$ cat src/sv/pts_pkg.sv
// Shared constants, types and keyword table of the Pascal token scanner.
package pts_pkg;

  localparam int MAX_TEXT = 32;
  localparam int TLEN_W   = $clog2(MAX_TEXT + 1);
  localparam int TIX_W    = $clog2(MAX_TEXT);
  localparam int NUM_KW   = 45;
  localparam int KW_MAX   = 14;

  // result kinds
  localparam logic [1:0] KIND_TOKEN  = 2'd0;
  localparam logic [1:0] KIND_TEXT   = 2'd1;
  localparam logic [1:0] KIND_ERROR  = 2'd2;
  localparam logic [1:0] KIND_FINISH = 2'd3;

  // token codes that are not taken from a table
  localparam logic [6:0] CODE_ASSIGN = 7'd45;
  localparam logic [6:0] CODE_LE     = 7'd46;
  localparam logic [6:0] CODE_GE     = 7'd47;
  localparam logic [6:0] CODE_NE     = 7'd48;
  localparam logic [6:0] CODE_DOTDOT = 7'd49;
  localparam logic [6:0] CODE_IDENT  = 7'd67;
  localparam logic [6:0] CODE_STRING = 7'd68;
  localparam logic [6:0] CODE_NUMBER = 7'd69;
  localparam logic [6:0] CODE_NONE   = 7'd0;

  // error codes
  localparam logic [2:0] ERR_BAD_HEX  = 3'd0;
  localparam logic [2:0] ERR_OPEN_STR = 3'd1;
  localparam logic [2:0] ERR_NL_STR   = 3'd2;
  localparam logic [2:0] ERR_STRAY    = 3'd3;
  localparam logic [2:0] ERR_OPEN_CMT = 3'd4;
  localparam logic [2:0] ERR_REAL     = 3'd5;
  localparam logic [2:0] ERR_TOO_LONG = 3'd6;
  localparam logic [2:0] ERR_NONE     = 3'd0;

  // one command from the scanner; text=1 means text bytes follow (num = length)
  typedef struct packed {
    logic [1:0]  kind;
    logic [6:0]  code;
    logic [63:0] num;
    logic [15:0] col;
    logic [2:0]  err;
    logic        text;
  } cmd_t;

  // queue entry: up to two commands caused by one transaction
  typedef struct packed {
    logic [1:0]  vld;
    logic [15:0] line;
    cmd_t        c1;
    cmd_t        c0;
  } ent_t;

  // keyword spelling, right aligned, zero padded
  function automatic logic [8*KW_MAX-1:0] kw_word(input int k);
    case (k)
      0:  kw_word = "begin";
      1:  kw_word = "end";
      2:  kw_word = "program";
      3:  kw_word = "unit";
      4:  kw_word = "interface";
      5:  kw_word = "implementation";
      6:  kw_word = "procedure";
      7:  kw_word = "var";
      8:  kw_word = "const";
      9:  kw_word = "type";
      10: kw_word = "function";
      11: kw_word = "string";
      12: kw_word = "boolean";
      13: kw_word = "integer";
      14: kw_word = "pointer";
      15: kw_word = "char";
      16: kw_word = "float";
      17: kw_word = "text";
      18: kw_word = "file";
      19: kw_word = "record";
      20: kw_word = "array";
      21: kw_word = "set";
      22: kw_word = "of";
      23: kw_word = "if";
      24: kw_word = "case";
      25: kw_word = "else";
      26: kw_word = "then";
      27: kw_word = "for";
      28: kw_word = "while";
      29: kw_word = "do";
      30: kw_word = "repeat";
      31: kw_word = "until";
      32: kw_word = "to";
      33: kw_word = "downto";
      34: kw_word = "with";
      35: kw_word = "and";
      36: kw_word = "or";
      37: kw_word = "not";
      38: kw_word = "in";
      39: kw_word = "as";
      40: kw_word = "shl";
      41: kw_word = "shr";
      42: kw_word = "div";
      43: kw_word = "mod";
      44: kw_word = "uses";
      default: kw_word = '0;
    endcase
  endfunction

  function automatic int kw_len(input int k);
    logic [8*KW_MAX-1:0] w;
    int n;
    w = kw_word(k);
    n = 0;
    for (int i = 0; i < KW_MAX; i++) begin
      if (w[8*i +: 8] != 8'd0) n++;
    end
    return n;
  endfunction

  // character i of keyword k, zero past its end
  function automatic logic [7:0] kw_char(input int k, input int i);
    logic [8*KW_MAX-1:0] w;
    int l;
    w = kw_word(k);
    l = kw_len(k);
    if (i >= l) return 8'd0;
    return w[8*(l-1-i) +: 8];
  endfunction

endpackage

$ cat src/sv/pts_if.sv
// Valid/ready channel interfaces for source bytes and scanner results.
interface pts_in_if;
  logic       valid;
  logic       ready;
  logic [7:0] src_byte;
  logic       end_mark;

  modport source (output valid, output src_byte, output end_mark, input ready);
  modport sink   (input valid, input src_byte, input end_mark, output ready);
endinterface

interface pts_out_if;
  logic        valid;
  logic        ready;
  logic [1:0]  result_kind;
  logic [6:0]  token_code;
  logic [63:0] number_value;
  logic [7:0]  text_byte;
  logic [15:0] line_no;
  logic [15:0] column_no;
  logic [2:0]  error_code;
  logic        last_of_run;

  modport source (output valid, output result_kind, output token_code,
                  output number_value, output text_byte, output line_no,
                  output column_no, output error_code, output last_of_run,
                  input ready);
  modport sink   (input valid, input result_kind, input token_code,
                  input number_value, input text_byte, input line_no,
                  input column_no, input error_code, input last_of_run,
                  output ready);
endinterface

$ cat src/sv/pascal_token_scanner_unit.sv
// Pascal token scanner top level: front end, command queue and back end.
//
// src_i takes one source byte (or an end marker) per transaction; res_o gives
// token, text byte, error and finished results, the final result of each input
// transaction flagged in last_of_run. Both channels are valid/ready.
// The front end accepts a byte every cycle while it has no token text in
// flight and the two-entry queue has room; each byte yields zero, one or two
// queue commands. The first result of a byte goes from the queue through the
// back end's entry register into the res_o output register; the back end
// gives one result per cycle within an entry while the receiver is ready,
// and takes the next entry from the queue only after the last result of the
// current one has been given.
// After an identifier or string token, input holds until the back end has
// read the token's text out of the buffer.
// Reset returns to the scan start: line 1, column 1, no held token, no error,
// queue and output register empty. A stalled receiver holds the output
// register; the queue then fills and src_i.ready drops.
module pascal_token_scanner_unit (
  input  logic      clk_i,
  input  logic      rst_ni,
  pts_in_if.sink    src_i,
  pts_out_if.source res_o
);

  pts_pkg::ent_t             push_ent, pop_ent;
  logic                      push, pop, full, empty, text_done;
  logic [pts_pkg::TIX_W-1:0] rd_idx;
  logic [7:0]                rd_data;

  pts_front u_front (
    .clk_i       (clk_i),
    .rst_ni      (rst_ni),
    .src_i       (src_i),
    .push_ent_o  (push_ent),
    .push_o      (push),
    .full_i      (full),
    .text_done_i (text_done),
    .rd_idx_i    (rd_idx),
    .rd_data_o   (rd_data)
  );

  pts_fifo u_fifo (
    .clk_i      (clk_i),
    .rst_ni     (rst_ni),
    .push_i     (push),
    .push_ent_i (push_ent),
    .pop_i      (pop),
    .pop_ent_o  (pop_ent),
    .full_o     (full),
    .empty_o    (empty)
  );

  pts_back u_back (
    .clk_i       (clk_i),
    .rst_ni      (rst_ni),
    .ent_i       (pop_ent),
    .empty_i     (empty),
    .pop_o       (pop),
    .res_o       (res_o),
    .text_done_o (text_done),
    .rd_idx_o    (rd_idx),
    .rd_data_i   (rd_data)
  );

endmodule

$ cat src/sv/pts_front.sv
// Scanner front end: per-byte classification, token state and text buffer.
module pts_front (
  input  logic                      clk_i,
  input  logic                      rst_ni,
  pts_in_if.sink                    src_i,
  output pts_pkg::ent_t             push_ent_o,
  output logic                      push_o,
  input  logic                      full_i,
  input  logic                      text_done_i,
  input  logic [pts_pkg::TIX_W-1:0] rd_idx_i,
  output logic [7:0]                rd_data_o
);

  localparam logic [3:0] M_IDLE   = 4'd0;
  localparam logic [3:0] M_IDENT  = 4'd1;
  localparam logic [3:0] M_DEC    = 4'd2;
  localparam logic [3:0] M_HEX0   = 4'd3;
  localparam logic [3:0] M_HEX    = 4'd4;
  localparam logic [3:0] M_NUMDOT = 4'd5;
  localparam logic [3:0] M_STRING = 4'd6;
  localparam logic [3:0] M_BRACE  = 4'd7;
  localparam logic [3:0] M_PAREN  = 4'd8;
  localparam logic [3:0] M_PSTAR  = 4'd9;
  localparam logic [3:0] M_OPPEND = 4'd10;

  function automatic pts_pkg::cmd_t mk_cmd(input logic [1:0] kind, input logic [6:0] code,
                                           input logic [63:0] num, input logic [15:0] col,
                                           input logic [2:0] err, input logic text);
    pts_pkg::cmd_t r;
    r.kind = kind;
    r.code = code;
    r.num  = num;
    r.col  = col;
    r.err  = err;
    r.text = text;
    return r;
  endfunction

  // bit 7 set when the byte is a one-character operator
  function automatic logic [7:0] single_op(input logic [7:0] ch);
    case (ch)
      "+":     single_op = {1'b1, 7'd50};
      "-":     single_op = {1'b1, 7'd51};
      "/":     single_op = {1'b1, 7'd52};
      "*":     single_op = {1'b1, 7'd53};
      "<":     single_op = {1'b1, 7'd54};
      ">":     single_op = {1'b1, 7'd55};
      "(":     single_op = {1'b1, 7'd56};
      ")":     single_op = {1'b1, 7'd57};
      "[":     single_op = {1'b1, 7'd58};
      "]":     single_op = {1'b1, 7'd59};
      "=":     single_op = {1'b1, 7'd60};
      ",":     single_op = {1'b1, 7'd61};
      ":":     single_op = {1'b1, 7'd62};
      ".":     single_op = {1'b1, 7'd63};
      ";":     single_op = {1'b1, 7'd64};
      "@":     single_op = {1'b1, 7'd65};
      "^":     single_op = {1'b1, 7'd66};
      default: single_op = 8'd0;
    endcase
  endfunction

  function automatic logic [15:0] sat_inc(input logic [15:0] v);
    return (v == 16'hFFFF) ? v : v + 16'd1;
  endfunction

  // state
  logic [3:0]                    mode_q, mode_d;
  logic [pts_pkg::TLEN_W-1:0]    len_q, len_d;
  logic [63:0]                   acc_q, acc_d;
  logic [7:0]                    pend_q, pend_d;
  logic [15:0]                   line_q, line_d;
  logic [15:0]                   col_q, col_d;
  logic [15:0]                   tcol_q, tcol_d;
  logic [15:0]                   dot_q, dot_d;
  logic                          err_q, err_d;
  logic [pts_pkg::NUM_KW-1:0]    kwm_q, kwm_d;
  logic                          tbusy_q;
  logic [7:0]                    buf_q [pts_pkg::MAX_TEXT];

  // per-byte working signals
  logic [7:0]                    ch, lc, sop, pend_sop;
  logic                          is_dig, is_alp, is_hex, take;
  logic [3:0]                    hexv;
  logic [pts_pkg::NUM_KW-1:0]    kwm_init, kwm_app;
  logic                          kw_hit;
  logic [6:0]                    kw_idx;
  pts_pkg::cmd_t                 fin_cmd, num_cmd, pend_cmd;
  pts_pkg::cmd_t                 cq [2];
  logic [1:0]                    n_v;
  logic                          go_idle;
  logic                          buf_we;
  logic [pts_pkg::TIX_W-1:0]     buf_wa;

  assign ch   = src_i.src_byte;
  assign take = src_i.valid && src_i.ready;
  assign src_i.ready = !full_i && !tbusy_q;
  assign rd_data_o   = buf_q[rd_idx_i];
  assign pend_sop    = single_op(pend_q);

  // byte classes
  always_comb begin
    is_dig = (ch >= "0") && (ch <= "9");
    is_alp = (ch == "_") || ((ch >= "a") && (ch <= "z")) || ((ch >= "A") && (ch <= "Z"));
    lc     = ((ch >= "A") && (ch <= "Z")) ? ch + 8'd32 : ch;
    is_hex = 1'b1;
    hexv   = 4'd0;
    if (is_dig) hexv = ch[3:0];
    else if ((lc >= "a") && (lc <= "f")) hexv = 4'(lc - 8'd87);
    else is_hex = 1'b0;
    sop = single_op(ch);
  end

  // keyword candidate tracking, one character position per byte
  always_comb begin
    kw_hit = 1'b0;
    kw_idx = 7'd0;
    for (int k = 0; k < pts_pkg::NUM_KW; k++) begin
      kwm_init[k] = (pts_pkg::kw_char(k, 0) == lc);
      kwm_app[k]  = kwm_q[k] && (pts_pkg::kw_char(k, int'(len_q)) == lc);
      if (kwm_q[k] && (pts_pkg::kw_len(k) == int'(len_q))) begin
        kw_hit = 1'b1;
        kw_idx = 7'(k);
      end
    end
  end

  // commands that finish a held token
  always_comb begin
    fin_cmd = kw_hit
      ? mk_cmd(pts_pkg::KIND_TOKEN, kw_idx, 64'd0, tcol_q, pts_pkg::ERR_NONE, 1'b0)
      : mk_cmd(pts_pkg::KIND_TOKEN, pts_pkg::CODE_IDENT, 64'(len_q), tcol_q,
               pts_pkg::ERR_NONE, 1'b1);
    num_cmd  = mk_cmd(pts_pkg::KIND_TOKEN, pts_pkg::CODE_NUMBER, acc_q, tcol_q,
                      pts_pkg::ERR_NONE, 1'b0);
    pend_cmd = mk_cmd(pts_pkg::KIND_TOKEN, pend_sop[6:0], 64'd0, tcol_q,
                      pts_pkg::ERR_NONE, 1'b0);
  end

  // next state and commands for one transaction
  always_comb begin
    mode_d = mode_q;  len_d = len_q;   acc_d = acc_q;  pend_d = pend_q;
    line_d = line_q;  col_d = col_q;   tcol_d = tcol_q; dot_d = dot_q;
    err_d  = err_q;   kwm_d = kwm_q;
    buf_we = 1'b0;
    buf_wa = len_q[pts_pkg::TIX_W-1:0];
    cq[0]  = '0;
    cq[1]  = '0;
    n_v    = 2'd0;
    go_idle = 1'b0;

    if (src_i.end_mark) begin
      // flush the held token
      if (!err_q) begin
        case (mode_q)
          M_IDENT: begin
            cq[n_v[0]] = fin_cmd; n_v = n_v + 2'd1;
          end
          M_DEC, M_HEX: begin
            cq[n_v[0]] = num_cmd; n_v = n_v + 2'd1;
          end
          M_HEX0: begin
            cq[n_v[0]] = mk_cmd(pts_pkg::KIND_ERROR, pts_pkg::CODE_NONE, 64'd0, tcol_q,
                                pts_pkg::ERR_BAD_HEX, 1'b0);
            n_v = n_v + 2'd1;
          end
          M_NUMDOT: begin
            cq[n_v[0]] = mk_cmd(pts_pkg::KIND_ERROR, pts_pkg::CODE_NONE, 64'd0, tcol_q,
                                pts_pkg::ERR_REAL, 1'b0);
            n_v = n_v + 2'd1;
          end
          M_STRING: begin
            cq[n_v[0]] = mk_cmd(pts_pkg::KIND_ERROR, pts_pkg::CODE_NONE, 64'd0, tcol_q,
                                pts_pkg::ERR_OPEN_STR, 1'b0);
            n_v = n_v + 2'd1;
          end
          M_BRACE, M_PAREN, M_PSTAR: begin
            cq[n_v[0]] = mk_cmd(pts_pkg::KIND_ERROR, pts_pkg::CODE_NONE, 64'd0, col_q,
                                pts_pkg::ERR_OPEN_CMT, 1'b0);
            n_v = n_v + 2'd1;
          end
          M_OPPEND: begin
            cq[n_v[0]] = pend_cmd; n_v = n_v + 2'd1;
          end
          default: ;
        endcase
      end
      cq[n_v[0]] = mk_cmd(pts_pkg::KIND_FINISH, pts_pkg::CODE_NONE, 64'd0, col_q,
                          pts_pkg::ERR_NONE, 1'b0);
      n_v = n_v + 2'd1;
      // back to reset values
      mode_d = M_IDLE;  len_d = '0;      acc_d = '0;     pend_d = '0;
      line_d = 16'd1;   col_d = 16'd1;   tcol_d = 16'd1; dot_d = 16'd1;
      err_d  = 1'b0;
    end else if (!err_q) begin
      case (mode_q)
        M_IDENT: begin
          if (is_alp || is_dig) begin
            if (len_q >= pts_pkg::TLEN_W'(pts_pkg::MAX_TEXT)) begin
              cq[n_v[0]] = mk_cmd(pts_pkg::KIND_ERROR, pts_pkg::CODE_NONE, 64'd0, tcol_q,
                                  pts_pkg::ERR_TOO_LONG, 1'b0);
              n_v = n_v + 2'd1; err_d = 1'b1; mode_d = M_IDLE;
            end else begin
              buf_we = 1'b1;
              len_d  = len_q + pts_pkg::TLEN_W'(1);
              kwm_d  = kwm_app;
            end
          end else begin
            cq[n_v[0]] = fin_cmd; n_v = n_v + 2'd1;
            go_idle = 1'b1;
          end
        end
        M_DEC: begin
          if (is_dig) begin
            acc_d = (acc_q << 3) + (acc_q << 1) + 64'(ch[3:0]);
          end else if (ch == ".") begin
            dot_d = col_q; mode_d = M_NUMDOT;
          end else begin
            cq[n_v[0]] = num_cmd; n_v = n_v + 2'd1;
            go_idle = 1'b1;
          end
        end
        M_HEX0, M_HEX: begin
          if (is_hex) begin
            acc_d  = {acc_q[59:0], hexv};
            mode_d = M_HEX;
          end else if (mode_q == M_HEX0) begin
            cq[n_v[0]] = mk_cmd(pts_pkg::KIND_ERROR, pts_pkg::CODE_NONE, 64'd0, tcol_q,
                                pts_pkg::ERR_BAD_HEX, 1'b0);
            n_v = n_v + 2'd1; err_d = 1'b1; mode_d = M_IDLE;
          end else begin
            cq[n_v[0]] = num_cmd; n_v = n_v + 2'd1;
            go_idle = 1'b1;
          end
        end
        M_NUMDOT: begin
          if (ch == ".") begin
            cq[n_v[0]] = num_cmd; n_v = n_v + 2'd1;
            cq[n_v[0]] = mk_cmd(pts_pkg::KIND_TOKEN, pts_pkg::CODE_DOTDOT, 64'd0, dot_q,
                                pts_pkg::ERR_NONE, 1'b0);
            n_v = n_v + 2'd1;
            mode_d = M_IDLE;
          end else begin
            cq[n_v[0]] = mk_cmd(pts_pkg::KIND_ERROR, pts_pkg::CODE_NONE, 64'd0, tcol_q,
                                pts_pkg::ERR_REAL, 1'b0);
            n_v = n_v + 2'd1; err_d = 1'b1; mode_d = M_IDLE;
          end
        end
        M_STRING: begin
          if (ch == "'") begin
            cq[n_v[0]] = mk_cmd(pts_pkg::KIND_TOKEN, pts_pkg::CODE_STRING, 64'(len_q),
                                tcol_q, pts_pkg::ERR_NONE, 1'b1);
            n_v = n_v + 2'd1; mode_d = M_IDLE;
          end else if (ch == 8'h0A) begin
            cq[n_v[0]] = mk_cmd(pts_pkg::KIND_ERROR, pts_pkg::CODE_NONE, 64'd0, tcol_q,
                                pts_pkg::ERR_NL_STR, 1'b0);
            n_v = n_v + 2'd1; err_d = 1'b1; mode_d = M_IDLE;
          end else if (len_q >= pts_pkg::TLEN_W'(pts_pkg::MAX_TEXT)) begin
            cq[n_v[0]] = mk_cmd(pts_pkg::KIND_ERROR, pts_pkg::CODE_NONE, 64'd0, tcol_q,
                                pts_pkg::ERR_TOO_LONG, 1'b0);
            n_v = n_v + 2'd1; err_d = 1'b1; mode_d = M_IDLE;
          end else begin
            buf_we = 1'b1;
            len_d  = len_q + pts_pkg::TLEN_W'(1);
          end
        end
        M_BRACE: begin
          if (ch == "}") mode_d = M_IDLE;
        end
        M_PAREN: begin
          if (ch == "*") mode_d = M_PSTAR;
        end
        M_PSTAR: begin
          if (ch == ")") mode_d = M_IDLE;
          else if (ch != "*") mode_d = M_PAREN;
        end
        M_OPPEND: begin
          if ((pend_q == "(") && (ch == "*")) begin
            mode_d = M_PAREN;
          end else if ((pend_q == ":") && (ch == "=")) begin
            cq[n_v[0]] = mk_cmd(pts_pkg::KIND_TOKEN, pts_pkg::CODE_ASSIGN, 64'd0, tcol_q,
                                pts_pkg::ERR_NONE, 1'b0);
            n_v = n_v + 2'd1; mode_d = M_IDLE;
          end else if ((pend_q == "<") && (ch == "=")) begin
            cq[n_v[0]] = mk_cmd(pts_pkg::KIND_TOKEN, pts_pkg::CODE_LE, 64'd0, tcol_q,
                                pts_pkg::ERR_NONE, 1'b0);
            n_v = n_v + 2'd1; mode_d = M_IDLE;
          end else if ((pend_q == ">") && (ch == "=")) begin
            cq[n_v[0]] = mk_cmd(pts_pkg::KIND_TOKEN, pts_pkg::CODE_GE, 64'd0, tcol_q,
                                pts_pkg::ERR_NONE, 1'b0);
            n_v = n_v + 2'd1; mode_d = M_IDLE;
          end else if ((pend_q == "<") && (ch == ">")) begin
            cq[n_v[0]] = mk_cmd(pts_pkg::KIND_TOKEN, pts_pkg::CODE_NE, 64'd0, tcol_q,
                                pts_pkg::ERR_NONE, 1'b0);
            n_v = n_v + 2'd1; mode_d = M_IDLE;
          end else if ((pend_q == ".") && (ch == ".")) begin
            cq[n_v[0]] = mk_cmd(pts_pkg::KIND_TOKEN, pts_pkg::CODE_DOTDOT, 64'd0, tcol_q,
                                pts_pkg::ERR_NONE, 1'b0);
            n_v = n_v + 2'd1; mode_d = M_IDLE;
          end else begin
            cq[n_v[0]] = pend_cmd; n_v = n_v + 2'd1;
            go_idle = 1'b1;
          end
        end
        default: go_idle = 1'b1;
      endcase

      // start of a new token between tokens
      if (go_idle) begin
        mode_d = M_IDLE;
        if (!((ch == " ") || (ch == 8'h09) || (ch == 8'h0D) || (ch == 8'h0A))) begin
          tcol_d = col_q;
          if (ch == "{") begin
            mode_d = M_BRACE;
          end else if (ch == "$") begin
            acc_d = '0; mode_d = M_HEX0;
          end else if (is_dig) begin
            acc_d = 64'(ch[3:0]); mode_d = M_DEC;
          end else if (is_alp) begin
            buf_we = 1'b1; buf_wa = '0; len_d = pts_pkg::TLEN_W'(1);
            kwm_d = kwm_init; mode_d = M_IDENT;
          end else if (ch == "'") begin
            len_d = '0; mode_d = M_STRING;
          end else if ((ch == "(") || (ch == ":") || (ch == "<") || (ch == ">") ||
                       (ch == ".")) begin
            pend_d = ch; mode_d = M_OPPEND;
          end else if (sop[7]) begin
            cq[n_v[0]] = mk_cmd(pts_pkg::KIND_TOKEN, sop[6:0], 64'd0, col_q,
                                pts_pkg::ERR_NONE, 1'b0);
            n_v = n_v + 2'd1;
          end else begin
            cq[n_v[0]] = mk_cmd(pts_pkg::KIND_ERROR, pts_pkg::CODE_NONE, 64'd0, col_q,
                                pts_pkg::ERR_STRAY, 1'b0);
            n_v = n_v + 2'd1; err_d = 1'b1;
          end
        end
      end

      // position tracking
      if (ch == 8'h0A) begin
        line_d = sat_inc(line_q);
        col_d  = 16'd1;
      end else if ((ch != 8'h0D) || (mode_q == M_STRING)) begin
        col_d = sat_inc(col_q);
      end
    end
  end

  // queue entry
  always_comb begin
    push_ent_o.vld  = {n_v == 2'd2, n_v != 2'd0};
    push_ent_o.line = line_q;
    push_ent_o.c0   = cq[0];
    push_ent_o.c1   = cq[1];
  end
  assign push_o = take && (n_v != 2'd0);

  // control state
  always_ff @(posedge clk_i or negedge rst_ni) begin
    if (!rst_ni) begin
      mode_q  <= M_IDLE;
      len_q   <= '0;
      acc_q   <= '0;
      pend_q  <= '0;
      line_q  <= 16'd1;
      col_q   <= 16'd1;
      tcol_q  <= 16'd1;
      dot_q   <= 16'd1;
      err_q   <= 1'b0;
      kwm_q   <= '0;
      tbusy_q <= 1'b0;
    end else begin
      if (take) begin
        mode_q <= mode_d;
        len_q  <= len_d;
        acc_q  <= acc_d;
        pend_q <= pend_d;
        line_q <= line_d;
        col_q  <= col_d;
        tcol_q <= tcol_d;
        dot_q  <= dot_d;
        err_q  <= err_d;
        kwm_q  <= kwm_d;
      end
      // hold input while the back end reads token text out of the buffer
      if (push_o && (cq[0].text || cq[1].text)) tbusy_q <= 1'b1;
      else if (text_done_i) tbusy_q <= 1'b0;
    end
  end

  // text buffer
  always_ff @(posedge clk_i) begin
    if (take && buf_we) buf_q[buf_wa] <= ch;
  end

endmodule

$ cat src/sv/pts_fifo.sv
// Two-entry command queue between scanner front end and result back end.
module pts_fifo (
  input  logic           clk_i,
  input  logic           rst_ni,
  input  logic           push_i,
  input  pts_pkg::ent_t  push_ent_i,
  input  logic           pop_i,
  output pts_pkg::ent_t  pop_ent_o,
  output logic           full_o,
  output logic           empty_o
);

  pts_pkg::ent_t mem_q [2];
  logic          wp_q, rp_q;
  logic [1:0]    cnt_q;

  assign full_o    = (cnt_q == 2'd2);
  assign empty_o   = (cnt_q == 2'd0);
  assign pop_ent_o = mem_q[rp_q];

  // pointers and fill count
  always_ff @(posedge clk_i or negedge rst_ni) begin
    if (!rst_ni) begin
      wp_q  <= 1'b0;
      rp_q  <= 1'b0;
      cnt_q <= 2'd0;
    end else begin
      if (push_i) wp_q <= !wp_q;
      if (pop_i)  rp_q <= !rp_q;
      case ({push_i, pop_i})
        2'b10:   cnt_q <= cnt_q + 2'd1;
        2'b01:   cnt_q <= cnt_q - 2'd1;
        default: cnt_q <= cnt_q;
      endcase
    end
  end

  always_ff @(posedge clk_i) begin
    if (push_i) mem_q[wp_q] <= push_ent_i;
  end

endmodule

$ cat src/sv/pts_back.sv
// Result back end: expands queued commands into results, with text bytes.
module pts_back (
  input  logic                      clk_i,
  input  logic                      rst_ni,
  input  pts_pkg::ent_t             ent_i,
  input  logic                      empty_i,
  output logic                      pop_o,
  pts_out_if.source                 res_o,
  output logic                      text_done_o,
  output logic [pts_pkg::TIX_W-1:0] rd_idx_o,
  input  logic [7:0]                rd_data_i
);

  logic                        busy_q;
  logic                        sel_q;
  logic [pts_pkg::TLEN_W-1:0]  tix_q, tix_m1;
  pts_pkg::ent_t               ent_q;
  pts_pkg::cmd_t               cur;
  logic                        cmd_done, last, emit;

  // output register
  logic        ov_q;
  logic [1:0]  kind_q;
  logic [6:0]  code_q;
  logic [63:0] num_q;
  logic [7:0]  byte_q;
  logic [15:0] line_q, col_q;
  logic [2:0]  err_q;
  logic        last_q;

  assign cur      = sel_q ? ent_q.c1 : ent_q.c0;
  assign cmd_done = !cur.text || (tix_q == cur.num[pts_pkg::TLEN_W-1:0]);
  assign last     = cmd_done && (sel_q || !ent_q.vld[1]);
  assign tix_m1   = tix_q - pts_pkg::TLEN_W'(1);
  assign rd_idx_o = tix_m1[pts_pkg::TIX_W-1:0];
  assign emit     = busy_q && (!ov_q || res_o.ready);
  assign pop_o    = !busy_q && !empty_i;
  assign text_done_o = emit && cmd_done && cur.text;

  assign res_o.valid        = ov_q;
  assign res_o.result_kind  = kind_q;
  assign res_o.token_code   = code_q;
  assign res_o.number_value = num_q;
  assign res_o.text_byte    = byte_q;
  assign res_o.line_no      = line_q;
  assign res_o.column_no    = col_q;
  assign res_o.error_code   = err_q;
  assign res_o.last_of_run  = last_q;

  // sequencing through the entry
  always_ff @(posedge clk_i or negedge rst_ni) begin
    if (!rst_ni) begin
      busy_q <= 1'b0;
      sel_q  <= 1'b0;
      tix_q  <= '0;
      ov_q   <= 1'b0;
    end else begin
      if (pop_o) begin
        busy_q <= 1'b1;
        sel_q  <= 1'b0;
        tix_q  <= '0;
      end else if (emit) begin
        if (!cmd_done) begin
          tix_q <= tix_q + pts_pkg::TLEN_W'(1);
        end else if (!last) begin
          sel_q <= 1'b1;
          tix_q <= '0;
        end else begin
          busy_q <= 1'b0;
        end
      end
      if (emit) ov_q <= 1'b1;
      else if (res_o.ready) ov_q <= 1'b0;
    end
  end

  // result payload
  always_ff @(posedge clk_i) begin
    if (pop_o) ent_q <= ent_i;
    if (emit) begin
      line_q <= ent_q.line;
      col_q  <= cur.col;
      code_q <= cur.code;
      last_q <= last;
      if (tix_q == '0) begin
        kind_q <= cur.kind;
        num_q  <= cur.num;
        byte_q <= 8'd0;
        err_q  <= cur.err;
      end else begin
        kind_q <= pts_pkg::KIND_TEXT;
        num_q  <= 64'd0;
        byte_q <= rd_data_i;
        err_q  <= pts_pkg::ERR_NONE;
      end
    end
  end

endmodule
$ cat src/flat_wrapper.sv
// flat-port wrapper written by rule: the top's interface ports become plain ports
module pascal_token_scanner_unit_flat 
  (clk_i, rst_ni, src_i_valid, src_i_src_byte, src_i_end_mark, src_i_ready, res_o_valid, res_o_result_kind, res_o_token_code, res_o_number_value, res_o_text_byte, res_o_line_no, res_o_column_no, res_o_error_code, res_o_last_of_run, res_o_ready);
  pts_in_if src_i_i ();
  pts_out_if res_o_i ();
  input  logic clk_i;
  input  logic rst_ni;
  input wire logic [$bits(src_i_i.valid)-1:0] src_i_valid;
  input wire logic [$bits(src_i_i.src_byte)-1:0] src_i_src_byte;
  input wire logic [$bits(src_i_i.end_mark)-1:0] src_i_end_mark;
  output wire logic [$bits(src_i_i.ready)-1:0] src_i_ready;
  output wire logic [$bits(res_o_i.valid)-1:0] res_o_valid;
  output wire logic [$bits(res_o_i.result_kind)-1:0] res_o_result_kind;
  output wire logic [$bits(res_o_i.token_code)-1:0] res_o_token_code;
  output wire logic [$bits(res_o_i.number_value)-1:0] res_o_number_value;
  output wire logic [$bits(res_o_i.text_byte)-1:0] res_o_text_byte;
  output wire logic [$bits(res_o_i.line_no)-1:0] res_o_line_no;
  output wire logic [$bits(res_o_i.column_no)-1:0] res_o_column_no;
  output wire logic [$bits(res_o_i.error_code)-1:0] res_o_error_code;
  output wire logic [$bits(res_o_i.last_of_run)-1:0] res_o_last_of_run;
  input wire logic [$bits(res_o_i.ready)-1:0] res_o_ready;
  assign src_i_i.valid = src_i_valid;
  assign src_i_i.src_byte = src_i_src_byte;
  assign src_i_i.end_mark = src_i_end_mark;
  assign src_i_ready = src_i_i.ready;
  assign res_o_valid = res_o_i.valid;
  assign res_o_result_kind = res_o_i.result_kind;
  assign res_o_token_code = res_o_i.token_code;
  assign res_o_number_value = res_o_i.number_value;
  assign res_o_text_byte = res_o_i.text_byte;
  assign res_o_line_no = res_o_i.line_no;
  assign res_o_column_no = res_o_i.column_no;
  assign res_o_error_code = res_o_i.error_code;
  assign res_o_last_of_run = res_o_i.last_of_run;
  assign res_o_i.ready = res_o_ready;
  pascal_token_scanner_unit u_core (.clk_i(clk_i), .rst_ni(rst_ni), .src_i(src_i_i), .res_o(res_o_i));
endmodule
$ cat config.mk
export PLATFORM = sky130hd
export DESIGN_NAME = pascal_token_scanner_unit_flat
export DESIGN_NICKNAME = d
export VERILOG_FILES = /design/src/sv/pts_pkg.sv /design/src/sv/pts_if.sv /design/src/sv/pascal_token_scanner_unit.sv /design/src/sv/pts_front.sv /design/src/sv/pts_fifo.sv /design/src/sv/pts_back.sv /design/src/flat_wrapper.sv
export SDC_FILE = /design/constraint.sdc
export NUM_CORES = 2
export LEC_CHECK = 0
export ABC_AREA = 1
export BUFFER_PORTS_ARGS = -buffer_cell sky130_fd_sc_hd__clkbuf_2
export CORE_MARGIN = 2
export CORE_UTILIZATION = 50
export DETAILED_ROUTE_END_ITERATION = 7
export GPL_TIMING_DRIVEN = 0
export PLACE_DENSITY = 0.76
export RECOVER_POWER = 100
export SLEW_MARGIN = 20
export SYNTH_ARGS = -nofsm -noshare
export SYNTH_HDL_FRONTEND = slang
export SYNTH_SLANG_ARGS = --single-unit
$ cat constraint.sdc
create_clock -name clk_i -period 11.25 [get_ports clk_i]
set_clock_uncertainty 0.15 [all_clocks]
set_input_delay 1.125 -clock clk_i [delete_from_list [all_inputs] [get_ports clk_i]]
set_output_delay 1.125 -clock clk_i [all_outputs]
set_load 0.02 [all_outputs]
Word level (Yosys, flattened, before mapping)
Memories as Yosys holds them, arrays and structs flattened. A register that Yosys moved wholly into a read port is not among the register bits. Index checks and enable logic that the tools add are counted.

Shift operators: 45. Mux-type cells: 393. Reduce and logical (&&, ||, !) cells: 168. $lt $le $gt $ge: 22. Equal/unequal tests: 152. Add/subtract/negate cells: 22. Bitwise operators: 4.

Operators with widths (number): variable part select 112 x 10 -> 8 bit (first input constant) (45); two-way mux 186 bit (11); two-way mux 93 bit (21); one-hot mux 93 bit (7 select lines) (1); two-way mux 64 bit (9); bitwise mux 186 bit (3); one-hot mux 93 bit (6 select lines) (1); two-way mux 8 bit (65); two-way mux 45 bit (9); two-way mux 91 bit (4); == test 8 bit (45); two-way mux 16 bit (18); two-way mux 7 bit (35); == test 8 x 6 -> 1 bit (second input constant) (29); demux 93 bit (select 1 bit) (2); two-way mux 90 bit (2); == test 7 x 8 -> 1 bit (first input constant) (17); one-hot mux 8 bit (17 select lines) (1); two-way mux 4 bit (32); one-hot mux 64 bit (2 select lines) (1); two-way mux 1 bit (121); one-hot mux 7 bit (17 select lines) (1); logical AND 1 bit (112); two-way mux 6 bit (17); other kinds (74) (204).

Memories: 2. Register bits after elaboration: 315. Memory bits (writable): 664.

Memory list: u_core.u_fifo.mem_q (depth 2, width 204, read ports 1, clocked after memory_dff 1, write ports 1, line pts_fifo.sv:13) `pts_pkg::ent_t mem_q [2];`; u_core.u_front.buf_q (depth 32, width 8, read ports 1, clocked after memory_dff 1, write ports 1, line pts_front.sv:79) `logic [7:0] buf_q [pts_pkg::MAX_TEXT];`.

Longest topological paths before layout
Word-level depth: 67. Depth in mapped cells: 56.

Modules after synthesis
Synthesis repeated with hierarchy kept, for this count alone.

Cells, all modules: 6134. Area total of the unflattened synthesis: 59767.3 um^2.

By module, submodules not included: pts_front (cells an instance 4282, sequential area each 12522.0 um^2, instances 1, area each 32776.4 um^2); pts_fifo (cells an instance 1089, sequential area each 12351.8 um^2, instances 1, area each 15278.4 um^2); pts_back (cells an instance 763, sequential area each 9834.4 um^2, instances 1, area each 11712.5 um^2).

Worst setup path before layout
OpenSTA, ideal clock, no wires.

Path kind: input-to-reg. Start: input src_i_src_byte[1]. End: memory u_core.u_fifo.mem_q[0][0] in the netlist's numbering (enable). Library setup time: 0.632 ns. Path slack: 0.133 ns. Data arrival time: 10.335 ns. Buffers on the path: 3. Data required time: 10.468 ns. Stages: 31. Cell sequence: clkbuf_1 > inv_2 > buf_1 > ha_1 > inv_1 > nor2_1 > nand2_1 > o21ai_1 > nand2_2 > o21ai_2 > inv_2 > nand3_2 > inv_2 > nand2_1 > nand4_1 > nand2_1 > inv_2 > nor2_8 > nand2_2 > nand2_2 > buf_6 > inv_2 > nor3_4 > inv_2 > nor2_8 > inv_2 > a21oi_2 > nor4_2 > nor2_2 > inv_2 > nor2_1.

Longest elaborated chain between the ends: 26. Elaborated cells between the ends (all ways): 86.

Ends and longest elaborated chain: start, declared (line flat_wrapper.sv:9) `input wire logic [$bits(src_i_i.src_byte)-1:0] src_i_src_byte;`; >= comparator 8 x 7 -> 1 bit or less-or-equal comparator 8 x 7 -> 1 bit (tied branches) (line pts_front.sv:104, pts_front.sv:105); logical AND 1 bit (line pts_front.sv:104, pts_front.sv:105); two-way mux 8 bit (line pts_front.sv:105) `lc = ((ch >= "A") && (ch <= "Z")) ? ch + 8'd32 : ch;`; >= comparator 8 x 7 -> 1 bit or less-or-equal comparator 8 x 7 -> 1 bit (tied branches) (line pts_front.sv:109) `else if ((lc >= "a") && (lc <= "f")) hexv = 4'(lc - 8'd87);`; logical AND 1 bit (line pts_front.sv:109); two-way mux 1 bit (line pts_front.sv:109); two-way mux 1 bit (line pts_front.sv:108) `if (is_dig) hexv = ch[3:0];`; two-way mux 1 bit (line pts_front.sv:224) `if (is_hex) begin`; [... 10 more ...]; two-way mux 2 bit (line pts_front.sv:311) `if (!((ch == " ") || (ch == 8'h09) || (ch == 8'h0D) || (ch == 8'h0A))) begin`; two-way mux 2 bit * (line pts_front.sv:309) `if (go_idle) begin`; two-way mux 2 bit * (line pts_front.sv:195) `end else if (!err_q) begin`; two-way mux 2 bit * (line pts_front.sv:152) `if (src_i.end_mark) begin`; nonzero test 2 bit * (line pts_front.sv:356) `assign push_o = take && (n_v != 2'd0);`; logical AND 1 bit * (line pts_front.sv:356); two-way mux 1 bit * (line pts_fifo.sv:39) `if (push_i) mem_q[wp_q] <= push_ent_i;`; two-way mux 1 bit (implied by the code) * (line pts_fifo.sv:39); end, declared (line pts_fifo.sv:13).

Mark *: on every way between the ends. The rest lies on a longest branch, timed or not. The select of a mux whose other input is x is not followed.

Worst setup path after layout
Start: input src_i_src_byte[0]. End: memory u_core.u_front.buf_q[26][4] (enable).

Longest elaborated chain between the ends: 18. Elaborated cells between the ends (all ways): 76.

Ends and longest elaborated chain (line): branches (longest 18 deep; another with >= comparator 8 x 7 -> 1 bit); end, declared (pts_front.sv:79).

Parallel ways; which one is timed is not known. The select of a mux whose other input is x is not followed.

==> results.json <==
{
  "layout.nets": 5940,
  "synth_edf_count": 778,
  "p_leak_uw": 0.02272,
  "design_area_um2": 57230,
  "antenna_cells": 0,
  "slowest_stage": "clkbuf_1",
  "postCtsSetupBuffers": 0,
  "synth_area_per_cell_um2": 9.300,
  "fmax_mhz": 102.1,
  "status": "finished with violations",
  "yosysTopAreaCellShare_pct": 45.51,
  "via_count": 43260,
  "synth_area_leaders": "edfxtp_1 (46%), dfrtp_1 (9.8%), nand2_1 (8.6%)",
  "gp_routability_congestion": 1.002,
  "yosysSeqAreaShare_pct": 55.56,
  "io_buffer_count": 131,
  "syn-cell-area_um2": 51340,
  "drc": 0,
  "setup_ws_ns": 1.455,
  "start_util_pct": 50.46,
  "synth_cell_type_count": 75,
  "post_dp_cell_area_um2": 54150,
  "first_global_vias": 41890,
  "fp.dieH_um": 324.4,
  "ys_warn_count": 0,
  "grt_pass1_wl_um": 245800,
  "core_um2": 101700,
  "dpl_worst_slack_ns": 2.131,
  "ff2ff_setup_slack_ns": 4.49,
  "grt_remaining_overflow": 0,
  "wl_per_cell_um": 22.46,
  "numCtsBuffers": 100,
  "hold_path.startpoint": "u_core.u_back.ent_q[194]",
  "synthTopCellsByCount": "nand2_1 (1180), edfxtp_1 (778), nor2_1 (731), inv_1 (549), o21ai_0 (354)",
  "ys_ff_latch": 984,
  "dr.pass1.iters": 8,
  "synth_most_common_cell": "nand2_1",
  "ant_nets": 0,
  "synthFlopType": "edfxtp_1",
  "final_core_util_pct": 56.25,
  "violations": "capacitance limit, slew limit",
  "max-vdd-ir-drop_uv": 178.3,
  "totalWireLength_um": 162200,
  "rsz0062_at_grt": "false",
  "via_per_inst": 5.990,
  "required_ns": 11.42,
  "hold_path_class": "reg2reg",
  "worst_setup_path_end_kind": "register",
  "timing.final.crit_period_ns": 9.795,
  "synthCells": 5520,
  "async_flop_share_pct": 20.93,
  "worstPathMaxFanout": 35,
  "holdBufCountCts": 0,
  "post-dp-hpwl_um": 117100,
  "slew_violations": 771,
  "drive_above_1_share_pct": 4.373,
  "setup_viol": 0,
  "cpPeakStageDelay_ns": 1.53,
  "slew_headroom_pct": -214.1,
  "io_pins": 132,
  "nFillCells": 8812,
  "cts_resized": 0,
  "die_x_um": 324.4,
  "path_clk_slew_ns": 0.06,
  "yosys.area.top_type": "edfxtp_1",
  "cts_root_buf": "clkbuf_16",
  "clock_latency_ns": 0.71,
  "worstMarginPinSlew_ns": 4.711,
  "grt_max_degree": 83,
  "path_class": "in2reg",
  "track_usage_pct": 30.13,
  "drtIter0Drc": 5219,
  "die-area_um2": 105300,
  "power_density_nw_per_um2": 281.0,
  "htreeDepth": 3,
  "syn-num-nets": 5691,
  "num_rows": 117,
  "startpoint": "src_i_src_byte[0]",
  "cts_tree": "built",
  "hold_viol": 0,
  "syn_to_final_growth_pct": 11.48,
  "regToRegStartpoint": "u_core.u_front.len_q[0]",
  "start_kind": "input pin",
  "cap_violations": 15,
  "cp.arrival_ns": 9.96,
  "clk_path_buf_depth": 3,
  "path_common_cell": "nand2_2",
  "antenna_found_initial": 0,
  "cts_sinks": 984,
  "period_share_pct": 87.06
}
## area by class of cell
type / count / area, µm² / area share (%)
Buffer: 219 / 840.8 / 1.469
Clock buffer: 139 / 2830 / 4.945
Clock inverter: 48 / 574.3 / 1.004
Inverter: 592 / 2227 / 3.892
Multi-Input combinational cell: 3725 / 19730 / 34.47
Sequential cell: 984 / 28520 / 49.84
Tap cell: 1368 / 1712 / 2.991
Timing Repair Buffer: 147 / 797.0 / 1.393
## per-stage QoR
stage / power, µW / setup TNS [ns] / hold slack [ns] / std cells
4_1_cts: 15950 / 0 / 0.2594 / 7222
5_1_grt: 16940 / 0 / 0.2734 / 7222
6_report: 16080 / 0 / 0.2676 / 7222
3_3_place_gp: 12430 / -1149.67 / 0.2536 / 7019
2_1_floorplan: 10120 / 0 / 0.2503 / 5520
3_5_place_dp: 12510 / 0 / 0.2554 / 7035
## final timing paths
| path | endpoint | cells past startpoint |
|---|---|---|
| worst max-delay path | u_core.u_front.buf_q[26][4] | 28 |
| worst min-delay path | u_core.u_back.res_o.line_no[8] | 0 |
| worst max register to register | u_core.u_fifo.mem_q[1][84] | 55 |
| worst min register to register | u_core.u_back.res_o.line_no[8] | 0 |
| max in group asynchronous | u_core.u_back.tix_q[5] | 3 |
| min in group asynchronous | u_core.u_front.col_q[13] | 1 |
## critical path: cells and delay by family
kind / cells / cell delay, ns
buf+inv: 8 / 3.89
simple gates: 15 / 3.45
compound gates: 4 / 1.12
fa+ha+maj: 1 / 0.37
## registers in the layout, summed over array words and instances, names as in the netlist, 16 cells and up
register and cells:
u_core.u_back.ent_q 135, u_core.u_front.buf_q 256, u_core.u_front.line_q 16, u_core.u_front.acc_q 64
u_core.u_back.res_o.line_no 16, u_core.u_front.kwm_q 45, u_core.u_back.res_o.number_value 64, u_core.u_front.dot_q 16
u_core.u_fifo.mem_q 270, u_core.u_front.tcol_q 16, u_core.u_front.col_q 16, u_core.u_back.res_o.column_no 16
## layer usage
metal	global-route usage [%]	wire length [µm]	up-vias
met5	0	0	-
met4	14.13	7646	0
met3	5.600	15330	414
met2	47.69	73920	2287
met1	40.27	65320	20910
li1	-	-	19650
## cell usage in the layout, fill, tap and decap left out, drive strengths merged, types with 8 or more instances in the layout
master	n
a21boi	10
o2111ai	28
o21a	8
or2	8
a22oi	37
ha	156
a211oi	13
a221oi	19
clkbuf	467
nor2	746
clkinv	41
clkinvlp	8
nor3b	10
nand3	137
o22ai	86
a31oi	62
o211ai	71
a2111oi	11
xor2	129
buf	38
nand4	43
dfrtp	202
bufinv	8
nor3	98
inv	583
o221ai	59
edfxtp	778
o31ai	11
o21ai	376
mux2i	18
o32ai	46
a21oi	269
nor4	33
xnor2	8
nand2	1189
## cells by family after synthesis
group,Yosys count,synth area share [%]
buffers and inverters,811,5.986
flip-flops,984,55.56
AO/OA/AOI/OAI,1141,13.78
AND/OR/NAND/NOR,2271,18.10
multiplexers,18,0.3510
adder cells (fa/ha/maj),158,3.880
XOR/XNOR,137,2.337
## report_power, final
part / switching (µW) / total (µW) / leakage, µW / internal [µW]
sequential: 400 / 5490 / 0.00999 / 5090
combinational: 5300 / 7170 / 0.0111 / 1880
clock: 1460 / 3420 / 0.00165 / 1960
Power figures use the tool's default switching activity.
